`src/rtl/asfp_pkg.sv`:
```
// Shared types and constants of the acceleration sample frame packer.
// No dependencies; imported by every RTL module of the block.
package asfp_pkg;

  // Frame geometry.
  localparam int SAMPLES_PER_FRAME_DEF = 40;
  localparam int AXIS_W                = 16;
  localparam int BYTE_W                = 8;
  localparam int IN_DATA_W             = 3 * AXIS_W;
  localparam logic [BYTE_W-1:0] HEADER_BYTE = 8'h02;

  // Depth of the queue between front and back; a power of two.
  localparam int QUEUE_DEPTH = 2;

  // Byte positions within the bytes that one sample causes.
  typedef logic [3:0] step_t;
  localparam step_t STEP_HDR = 4'd0;
  localparam step_t STEP_LEN = 4'd1;
  localparam step_t STEP_XH  = 4'd2;
  localparam step_t STEP_XL  = 4'd3;
  localparam step_t STEP_YH  = 4'd4;
  localparam step_t STEP_YL  = 4'd5;
  localparam step_t STEP_ZH  = 4'd6;
  localparam step_t STEP_ZL  = 4'd7;
  localparam step_t STEP_SUM = 4'd8;

  // One classified sample as it waits in the queue.
  typedef struct packed {
    logic [AXIS_W-1:0] accel_x;
    logic [AXIS_W-1:0] accel_y;
    logic [AXIS_W-1:0] accel_z;
    logic              opens;
    logic              closes;
  } sample_entry_t;

  // Queue status seen by the front.
  typedef struct packed {
    logic full;
    logic empty;
  } queue_status_t;

endpackage

```
`src/rtl/asfp_front.sv`:
```
// Front of the frame packer: accepts samples and marks frame open/close.
// Depends on asfp_pkg.
module asfp_front #(
  parameter int SAMPLES_PER_FRAME = asfp_pkg::SAMPLES_PER_FRAME_DEF
) (
  input  logic                          clk,
  input  logic                          rst,
  input  logic                          s_axis_tvalid,
  output logic                          s_axis_tready,
  // accel_x [15:0], accel_y [31:16], accel_z [47:32]
  input  logic [asfp_pkg::IN_DATA_W-1:0] s_axis_tdata,
  input  asfp_pkg::queue_status_t       q_status,
  output logic                          q_push,
  output asfp_pkg::sample_entry_t       q_entry
);
  import asfp_pkg::*;

  localparam int CNT_W = $clog2(SAMPLES_PER_FRAME + 1);
  localparam logic [CNT_W-1:0] CNT_LAST = CNT_W'(SAMPLES_PER_FRAME - 1);

  logic [CNT_W-1:0] sample_count;
  logic [CNT_W-1:0] sample_count_next;
  logic             accept;
  logic             closes;

  // Accept while the queue has room.
  assign s_axis_tready = !q_status.full;
  assign accept        = s_axis_tvalid && s_axis_tready;
  assign q_push        = accept;

  // Classify the sample by its place in the frame.
  assign closes = (sample_count >= CNT_LAST);
  always_comb begin
    q_entry.accel_x = s_axis_tdata[AXIS_W-1:0];
    q_entry.accel_y = s_axis_tdata[2*AXIS_W-1:AXIS_W];
    q_entry.accel_z = s_axis_tdata[3*AXIS_W-1:2*AXIS_W];
    q_entry.opens   = (sample_count == '0);
    q_entry.closes  = closes;
  end

  // Samples packed into the open frame.
  always_comb begin
    sample_count_next = sample_count;
    if (accept) begin
      sample_count_next = closes ? '0 : sample_count + 1'b1;
    end
  end

  always_ff @(posedge clk) begin
    if (rst) begin
      sample_count <= '0;
    end else begin
      sample_count <= sample_count_next;
    end
  end

endmodule

```
`src/rtl/asfp_queue.sv`:
```
// Short register queue of classified samples between front and back.
// Depends on asfp_pkg.
module asfp_queue (
  input  logic                    clk,
  input  logic                    rst,
  input  logic                    push,
  input  asfp_pkg::sample_entry_t push_entry,
  input  logic                    pop,
  output asfp_pkg::sample_entry_t head,
  output asfp_pkg::queue_status_t status
);
  import asfp_pkg::*;

  localparam int PTR_W = (QUEUE_DEPTH > 1) ? $clog2(QUEUE_DEPTH) : 1;
  localparam logic [PTR_W:0] DEPTH_CNT = (PTR_W + 1)'(QUEUE_DEPTH);

  sample_entry_t    entries [QUEUE_DEPTH];
  logic [PTR_W-1:0] wr_ptr;
  logic [PTR_W-1:0] rd_ptr;
  logic [PTR_W:0]   fill;
  logic             do_push;
  logic             do_pop;

  assign status.full  = (fill == DEPTH_CNT);
  assign status.empty = (fill == '0);
  assign do_push      = push && !status.full;
  assign do_pop       = pop && !status.empty;
  assign head         = entries[rd_ptr];

  // Entry storage.
  always_ff @(posedge clk) begin
    if (do_push) begin
      entries[wr_ptr] <= push_entry;
    end
  end

  // Pointers and fill level.
  always_ff @(posedge clk) begin
    if (rst) begin
      wr_ptr <= '0;
      rd_ptr <= '0;
      fill   <= '0;
    end else begin
      if (do_push) begin
        wr_ptr <= wr_ptr + 1'b1;
      end
      if (do_pop) begin
        rd_ptr <= rd_ptr + 1'b1;
      end
      unique case ({do_push, do_pop})
        2'b10:   fill <= fill + 1'b1;
        2'b01:   fill <= fill - 1'b1;
        default: fill <= fill;
      endcase
    end
  end

endmodule

```
`src/rtl/asfp_back.sv`:
```
// Back of the frame packer: serializes one queued sample into frame bytes,
// keeps the running checksum and drives the registered output. Uses asfp_pkg.
module asfp_back #(
  parameter int SAMPLES_PER_FRAME = asfp_pkg::SAMPLES_PER_FRAME_DEF
) (
  input  logic                       clk,
  input  logic                       rst,
  input  asfp_pkg::queue_status_t    q_status,
  input  asfp_pkg::sample_entry_t    q_head,
  output logic                       q_pop,
  output logic                       m_axis_tvalid,
  input  logic                       m_axis_tready,
  // frame_byte [7:0]
  output logic [asfp_pkg::BYTE_W-1:0] m_axis_tdata,
  // last_of_run
  output logic                       m_axis_tlast,
  // frame_end [0]
  output logic [0:0]                 m_axis_tuser
);
  import asfp_pkg::*;

  localparam logic [BYTE_W-1:0] LEN_BYTE = BYTE_W'((6 * SAMPLES_PER_FRAME) % 256);

  step_t             step;
  logic              active;
  step_t             cur_step;
  logic              emit;
  logic              last_byte;
  logic [BYTE_W-1:0] cur_byte;
  logic [BYTE_W-1:0] running_sum;

  // Current byte position of the head sample.
  assign cur_step  = active ? step : (q_head.opens ? STEP_HDR : STEP_XH);
  assign emit      = !q_status.empty && (!m_axis_tvalid || m_axis_tready);
  assign last_byte = q_head.closes ? (cur_step == STEP_SUM) : (cur_step == STEP_ZL);
  assign q_pop     = emit && last_byte;

  // Byte selection by position.
  always_comb begin
    unique case (cur_step)
      STEP_HDR: cur_byte = HEADER_BYTE;
      STEP_LEN: cur_byte = LEN_BYTE;
      STEP_XH:  cur_byte = q_head.accel_x[15:8];
      STEP_XL:  cur_byte = q_head.accel_x[7:0];
      STEP_YH:  cur_byte = q_head.accel_y[15:8];
      STEP_YL:  cur_byte = q_head.accel_y[7:0];
      STEP_ZH:  cur_byte = q_head.accel_z[15:8];
      STEP_ZL:  cur_byte = q_head.accel_z[7:0];
      STEP_SUM: cur_byte = running_sum;
      default:  cur_byte = '0;
    endcase
  end

  // Position tracking and checksum.
  always_ff @(posedge clk) begin
    if (rst) begin
      active      <= 1'b0;
      step        <= STEP_HDR;
      running_sum <= '0;
    end else if (emit) begin
      active <= !last_byte;
      step   <= cur_step + 1'b1;
      priority if (cur_step == STEP_SUM) begin
        running_sum <= '0;
      end else if (cur_step == STEP_HDR) begin
        running_sum <= cur_byte;
      end else begin
        running_sum <= running_sum + cur_byte;
      end
    end
  end

  // Output register: valid control.
  always_ff @(posedge clk) begin
    if (rst) begin
      m_axis_tvalid <= 1'b0;
    end else if (emit) begin
      m_axis_tvalid <= 1'b1;
    end else if (m_axis_tready) begin
      m_axis_tvalid <= 1'b0;
    end
  end

  // Output register: payload.
  always_ff @(posedge clk) begin
    if (emit) begin
      m_axis_tdata    <= cur_byte;
      m_axis_tlast    <= last_byte;
      m_axis_tuser[0] <= (cur_step == STEP_SUM);
    end
  end

endmodule

```
`src/rtl/accel_sample_frame_packer_unit.sv`:
```
// Channel   Dir  Bits  Contents
// s_axis    in   48    accel_x [15:0], accel_y [31:16], accel_z [47:32]
// m_axis    out  8+1+1 tdata frame_byte, tlast last_of_run, tuser frame_end
//
// Each sample yields 6 bytes, 8 when it opens a frame, 7 when it closes one
// and 9 when it opens and closes one; the back end sends one byte per cycle
// while a sample waits and the output is not stalled. The front end accepts
// a new sample whenever the two-entry queue has room, also while bytes are
// still leaving. Synchronous reset clears the frame count, checksum, queue
// and output valid. A stalled output holds its byte; the queue fills and then
// input stalls.
module accel_sample_frame_packer_unit #(
  parameter int SAMPLES_PER_FRAME = asfp_pkg::SAMPLES_PER_FRAME_DEF
) (
  input  logic                           clk,
  input  logic                           rst,
  input  logic                           s_axis_tvalid,
  output logic                           s_axis_tready,
  // accel_x [15:0], accel_y [31:16], accel_z [47:32]
  input  logic [asfp_pkg::IN_DATA_W-1:0] s_axis_tdata,
  output logic                           m_axis_tvalid,
  input  logic                           m_axis_tready,
  // frame_byte [7:0]
  output logic [asfp_pkg::BYTE_W-1:0]    m_axis_tdata,
  // last_of_run
  output logic                           m_axis_tlast,
  // frame_end [0]
  output logic [0:0]                     m_axis_tuser
);
  import asfp_pkg::*;

  queue_status_t q_status;
  sample_entry_t push_entry;
  sample_entry_t head_entry;
  logic          q_push;
  logic          q_pop;

  // Intake and classification.
  asfp_front #(
    .SAMPLES_PER_FRAME(SAMPLES_PER_FRAME)
  ) u_front (
    .clk          (clk),
    .rst          (rst),
    .s_axis_tvalid(s_axis_tvalid),
    .s_axis_tready(s_axis_tready),
    .s_axis_tdata (s_axis_tdata),
    .q_status     (q_status),
    .q_push       (q_push),
    .q_entry      (push_entry)
  );

  // Decoupling queue.
  asfp_queue u_queue (
    .clk       (clk),
    .rst       (rst),
    .push      (q_push),
    .push_entry(push_entry),
    .pop       (q_pop),
    .head      (head_entry),
    .status    (q_status)
  );

  // Byte serializer and output register.
  asfp_back #(
    .SAMPLES_PER_FRAME(SAMPLES_PER_FRAME)
  ) u_back (
    .clk          (clk),
    .rst          (rst),
    .q_status     (q_status),
    .q_head       (head_entry),
    .q_pop        (q_pop),
    .m_axis_tvalid(m_axis_tvalid),
    .m_axis_tready(m_axis_tready),
    .m_axis_tdata (m_axis_tdata),
    .m_axis_tlast (m_axis_tlast),
    .m_axis_tuser (m_axis_tuser)
  );

endmodule

```
`config.mk`:
```
export PLATFORM = sky130hd
export DESIGN_NAME = accel_sample_frame_packer_unit
export DESIGN_NICKNAME = d
export VERILOG_FILES = /design/src/rtl/asfp_pkg.sv /design/src/rtl/asfp_front.sv /design/src/rtl/asfp_queue.sv /design/src/rtl/asfp_back.sv /design/src/rtl/accel_sample_frame_packer_unit.sv
export SDC_FILE = /design/constraint.sdc
export NUM_CORES = 1
export LEC_CHECK = 0
export BUFFER_PORTS_ARGS = -buffer_cell sky130_fd_sc_hd__buf_4
export CORE_ASPECT_RATIO = 0.75
export CORE_MARGIN = 8
export CORE_UTILIZATION = 25
export CTS_CLUSTER_SIZE = 24
export DETAILED_ROUTE_END_ITERATION = 10
export PLACE_DENSITY = 0.42
export REMOVE_ABC_BUFFERS = 1
export SYNTH_ARGS = -nofsm -noshare
export SYNTH_HDL_FRONTEND = slang
export SYNTH_SLANG_ARGS = --single-unit
```
`constraint.sdc`:
```
create_clock -name clk -period 7.3 [get_ports clk]
set_clock_uncertainty 0.1 [all_clocks]
set_input_delay 1.46 -clock clk [delete_from_list [all_inputs] [get_ports clk]]
set_output_delay 1.46 -clock clk [all_outputs]
set_load 0.05 [all_outputs]
```
==> results.ini <==
[final_layout]
num_antenna_cells = 0
final_cell_mix = 110 x edfxtp_1, 67 x buf_4, 33 x nand2_1
nets = 563
layout_commonest_cell = edfxtp_1
fill_cells = 2281
drive_above_1_share_pct = 23.1
syn_to_final_growth_pct = 23.0

[die]
dieWidth_um = 193
num_io_pins = 64
core_um2 = 23000
rows = 48
initial_core_util_pct = 25.4
dieArea_um2 = 28600
die_h_um = 148

[power]
sw_frac_of_total_pct = 25.9
static-leakage-power_nw = 2.59
p_clk_share_pct = 40.4
power.switching_mw = 0.525
total_power_mw = 2.03
pwr-share-seq_pct = 46.5
p_int_mw = 1.50
p_per_area_nw_per_um2 = 282
p_comb_share_pct = 13.1
ir_drop_uv = 137

[worst_hold_path]
hold_path_class = register to register

[job]
drv_cap = 0

[setup_path]
cp-end-kind = register
required_ns = 7.49
crit_chain = buf_4, a211oi_1, a21o_1, ha_1, and4b_1, a222oi_1, mux2_2, and4_1, inv_1, ha_1, a21o_1, o31a_1, o21ai_0, o2bb2ai_1, a41oi_1
worstPathArrival_ns = 5.16
startpoint_type = register
critPathMaxStageDelay_ns = 0.59
critical_path.max_fanout = 25
path_class = register to register
cp_slowest_cell = dfxtp_2

[route]
wl_per_cell_um = 18.3
maxUsedRoutingLayer = met4
met2_length_um = 6590
drtPass1Iterations = 6
avgViaCountPerCell = 4.71
ant_nets = 0
drt-initial-drc-count = 251
wl_um = 14800
drc = 0
wl_met3_um = 748
wl_met1_um = 7340
vias = 3819

[place]
io_buffers = 63
dp_hpwl_um = 10200
place_congestion = 0.787

[logic_synthesis]
synthArstFlopShare_pct = 0
synth.avg_cell_area_um2 = 13.5
synth_edf_count = 110
synth_area_leaders = edfxtp_1 56%, dfxtp_1 8.6%, mux2i_1 2.9%
synth.distinct_cells = 61
ys_seq_area_share_pct = 65.0
synth-warning-count = 0
yosysTopAreaCellShare_pct = 56.5
yosys.area.top_type = edfxtp_1
synth_area_um2 = 5850
synth-main-ff-cell = edfxtp_1
postSynthCellCount = 432
synth-seq-cells = 135

[timing]
setup_viol = 0
max_freq_ghz = 0.201
drv_slew = 0
worst_pin_slew_ns = 0.776
period_needed_ns = 4.97
rsz0062_at_grt = false
setup_tns_ns = 0
slew_headroom_pct = 48.2
holdWs_ns = 0.404
report.final.hold_viol_count = 0
final.period_utilization_pct = 68.1

[global_route]
grt_max_degree = 51
antenna_found_initial = 0
grt_pass1_vias = 4093
gr-total-overflow = 0
grt_pass1_wl_um = 23400
track_usage_pct = 10.9

[clocking]
cts_buffers = 17
clock_latency_ns = 0.41
cts_tree = done
cts_hold_buf = 0
clkTransAtPathRegs_ns = 0.06
cts_max_level = 4
cts_resized = 0
post_cts.repair.setup_buffers = 0
clock_path_buffers = 2
cts_sinks = 135
cts-root-buf = clkbuf_16

[status]
status = completed

-- power by group through the flow --
stage	registers [mW]	logic (mW)	clock network [mW]
2_1_floorplan	0.980	0.135	0
3_3_place_gp	0.958	0.265	0
3_5_place_dp	0.959	0.267	0
4_1_cts	0.943	0.268	0.841
5_1_grt	0.949	0.294	0.871
6_report	0.943	0.265	0.817
-- worst paths after layout --
path	depth (start not counted)	end	from	slack [ns]
setup / recovery	15	u_back.running_sum[7]	register	2.33
hold / removal	2	u_front.sample_count[1]	u_front.sample_count[1]	0.40
setup reg to reg	15	u_back.running_sum[7]	register	2.33
hold reg to reg	2	u_front.sample_count[1]	u_front.sample_count[1]	0.40
-- final cells by class --
cell class	count	area (um^2)	area share, %
flip-flops and latches	135	3800	52.9
multi-input cells	261	1890	26.3
repair buffers	67	503	6.99
clock buffers	18	429	5.97
well taps	300	375	5.22
clock inverters	14	134	1.86
inverters	15	56.3	0.783
-- stage by stage --
step	cell area [um^2]	cells	setup WS [ns]	utilization, %
after global routing	7190	810	2.01	31.3
after CTS	7190	810	2.36	31.3
final	7190	810	2.33	31.3
after floorplan	5740	411	2.65	-
after detailed placement	6630	778	2.39	28.8
after global placement	6630	778	2.54	28.8
-- synthesized netlist by cell type (6+ instances only) --
cell	count
edfxtp_1	110
nand2_1	33
dfxtp_1	25
nor2_1	25
a21oi_1	18
mux2i_1	17
inv_1	14
ha_1	13
mux2_2	13
clkbuf_1	12
nand3_1	12
o21ai_0	12
a22oi_1	11
a222oi_1	7
a32oi_1	6
and2_1	6
-- kinds of logic (layout without fill, tap and decap cells) --
| kind of cell | count (synthesis) | count (layout) | synth area share (%) |
|---|---|---|---|
| flip-flops | 135 | 135 | 65.0 |
| buffers and inverters | 36 | 114 | 2.80 |
| AO/OA/AOI/OAI | 97 | 97 | 12.6 |
| multiplexers | 30 | 30 | 5.41 |
| AND/OR/NAND/NOR | 112 | 112 | 9.88 |
| XOR/XNOR | 8 | 8 | 1.20 |
| adder cells (fa/ha/maj) | 14 | 14 | 3.12 |
-- worst max-delay path: cells and delay by family (launching register included) --
family / cells / cell delay (ns)
AND/OR/NAND/NOR: 2 / 0.80
multiplexers: 1 / 0.22
flip-flops: 1 / 0.59
AO/OA/AOI/OAI: 8 / 1.99
adder cells (fa/ha/maj): 2 / 0.61
buffers and inverters: 2 / 0.50
-- flip-flops by register name, indices dropped and copies added (netlist names), named ones only --
| signal | cells |
|---|---|
| u_queue.entries | 100 |
| u_back.m_axis_tdata | 8 |
| u_back.running_sum | 8 |
| u_front.sample_count | 6 |
| u_back.step | 4 |
| u_queue.fill | 2 |
| u_back.active | 1 |
| u_back.m_axis_tlast | 1 |
| u_back.m_axis_tuser | 1 |
| u_back.m_axis_tvalid | 1 |
| u_queue.rd_ptr | 1 |
| u_queue.wr_ptr | 1 |
-- metal layers --
layer | vias to the layer above | GRT usage [%]
met5 | - | 0
met4 | 0 | 4.46
met3 | 8 | 2.99
met2 | 93 | 16.0
met1 | 1909 | 14.9
li1 | 1809 | -
Note: power is estimated with default switching activity, not from simulation.
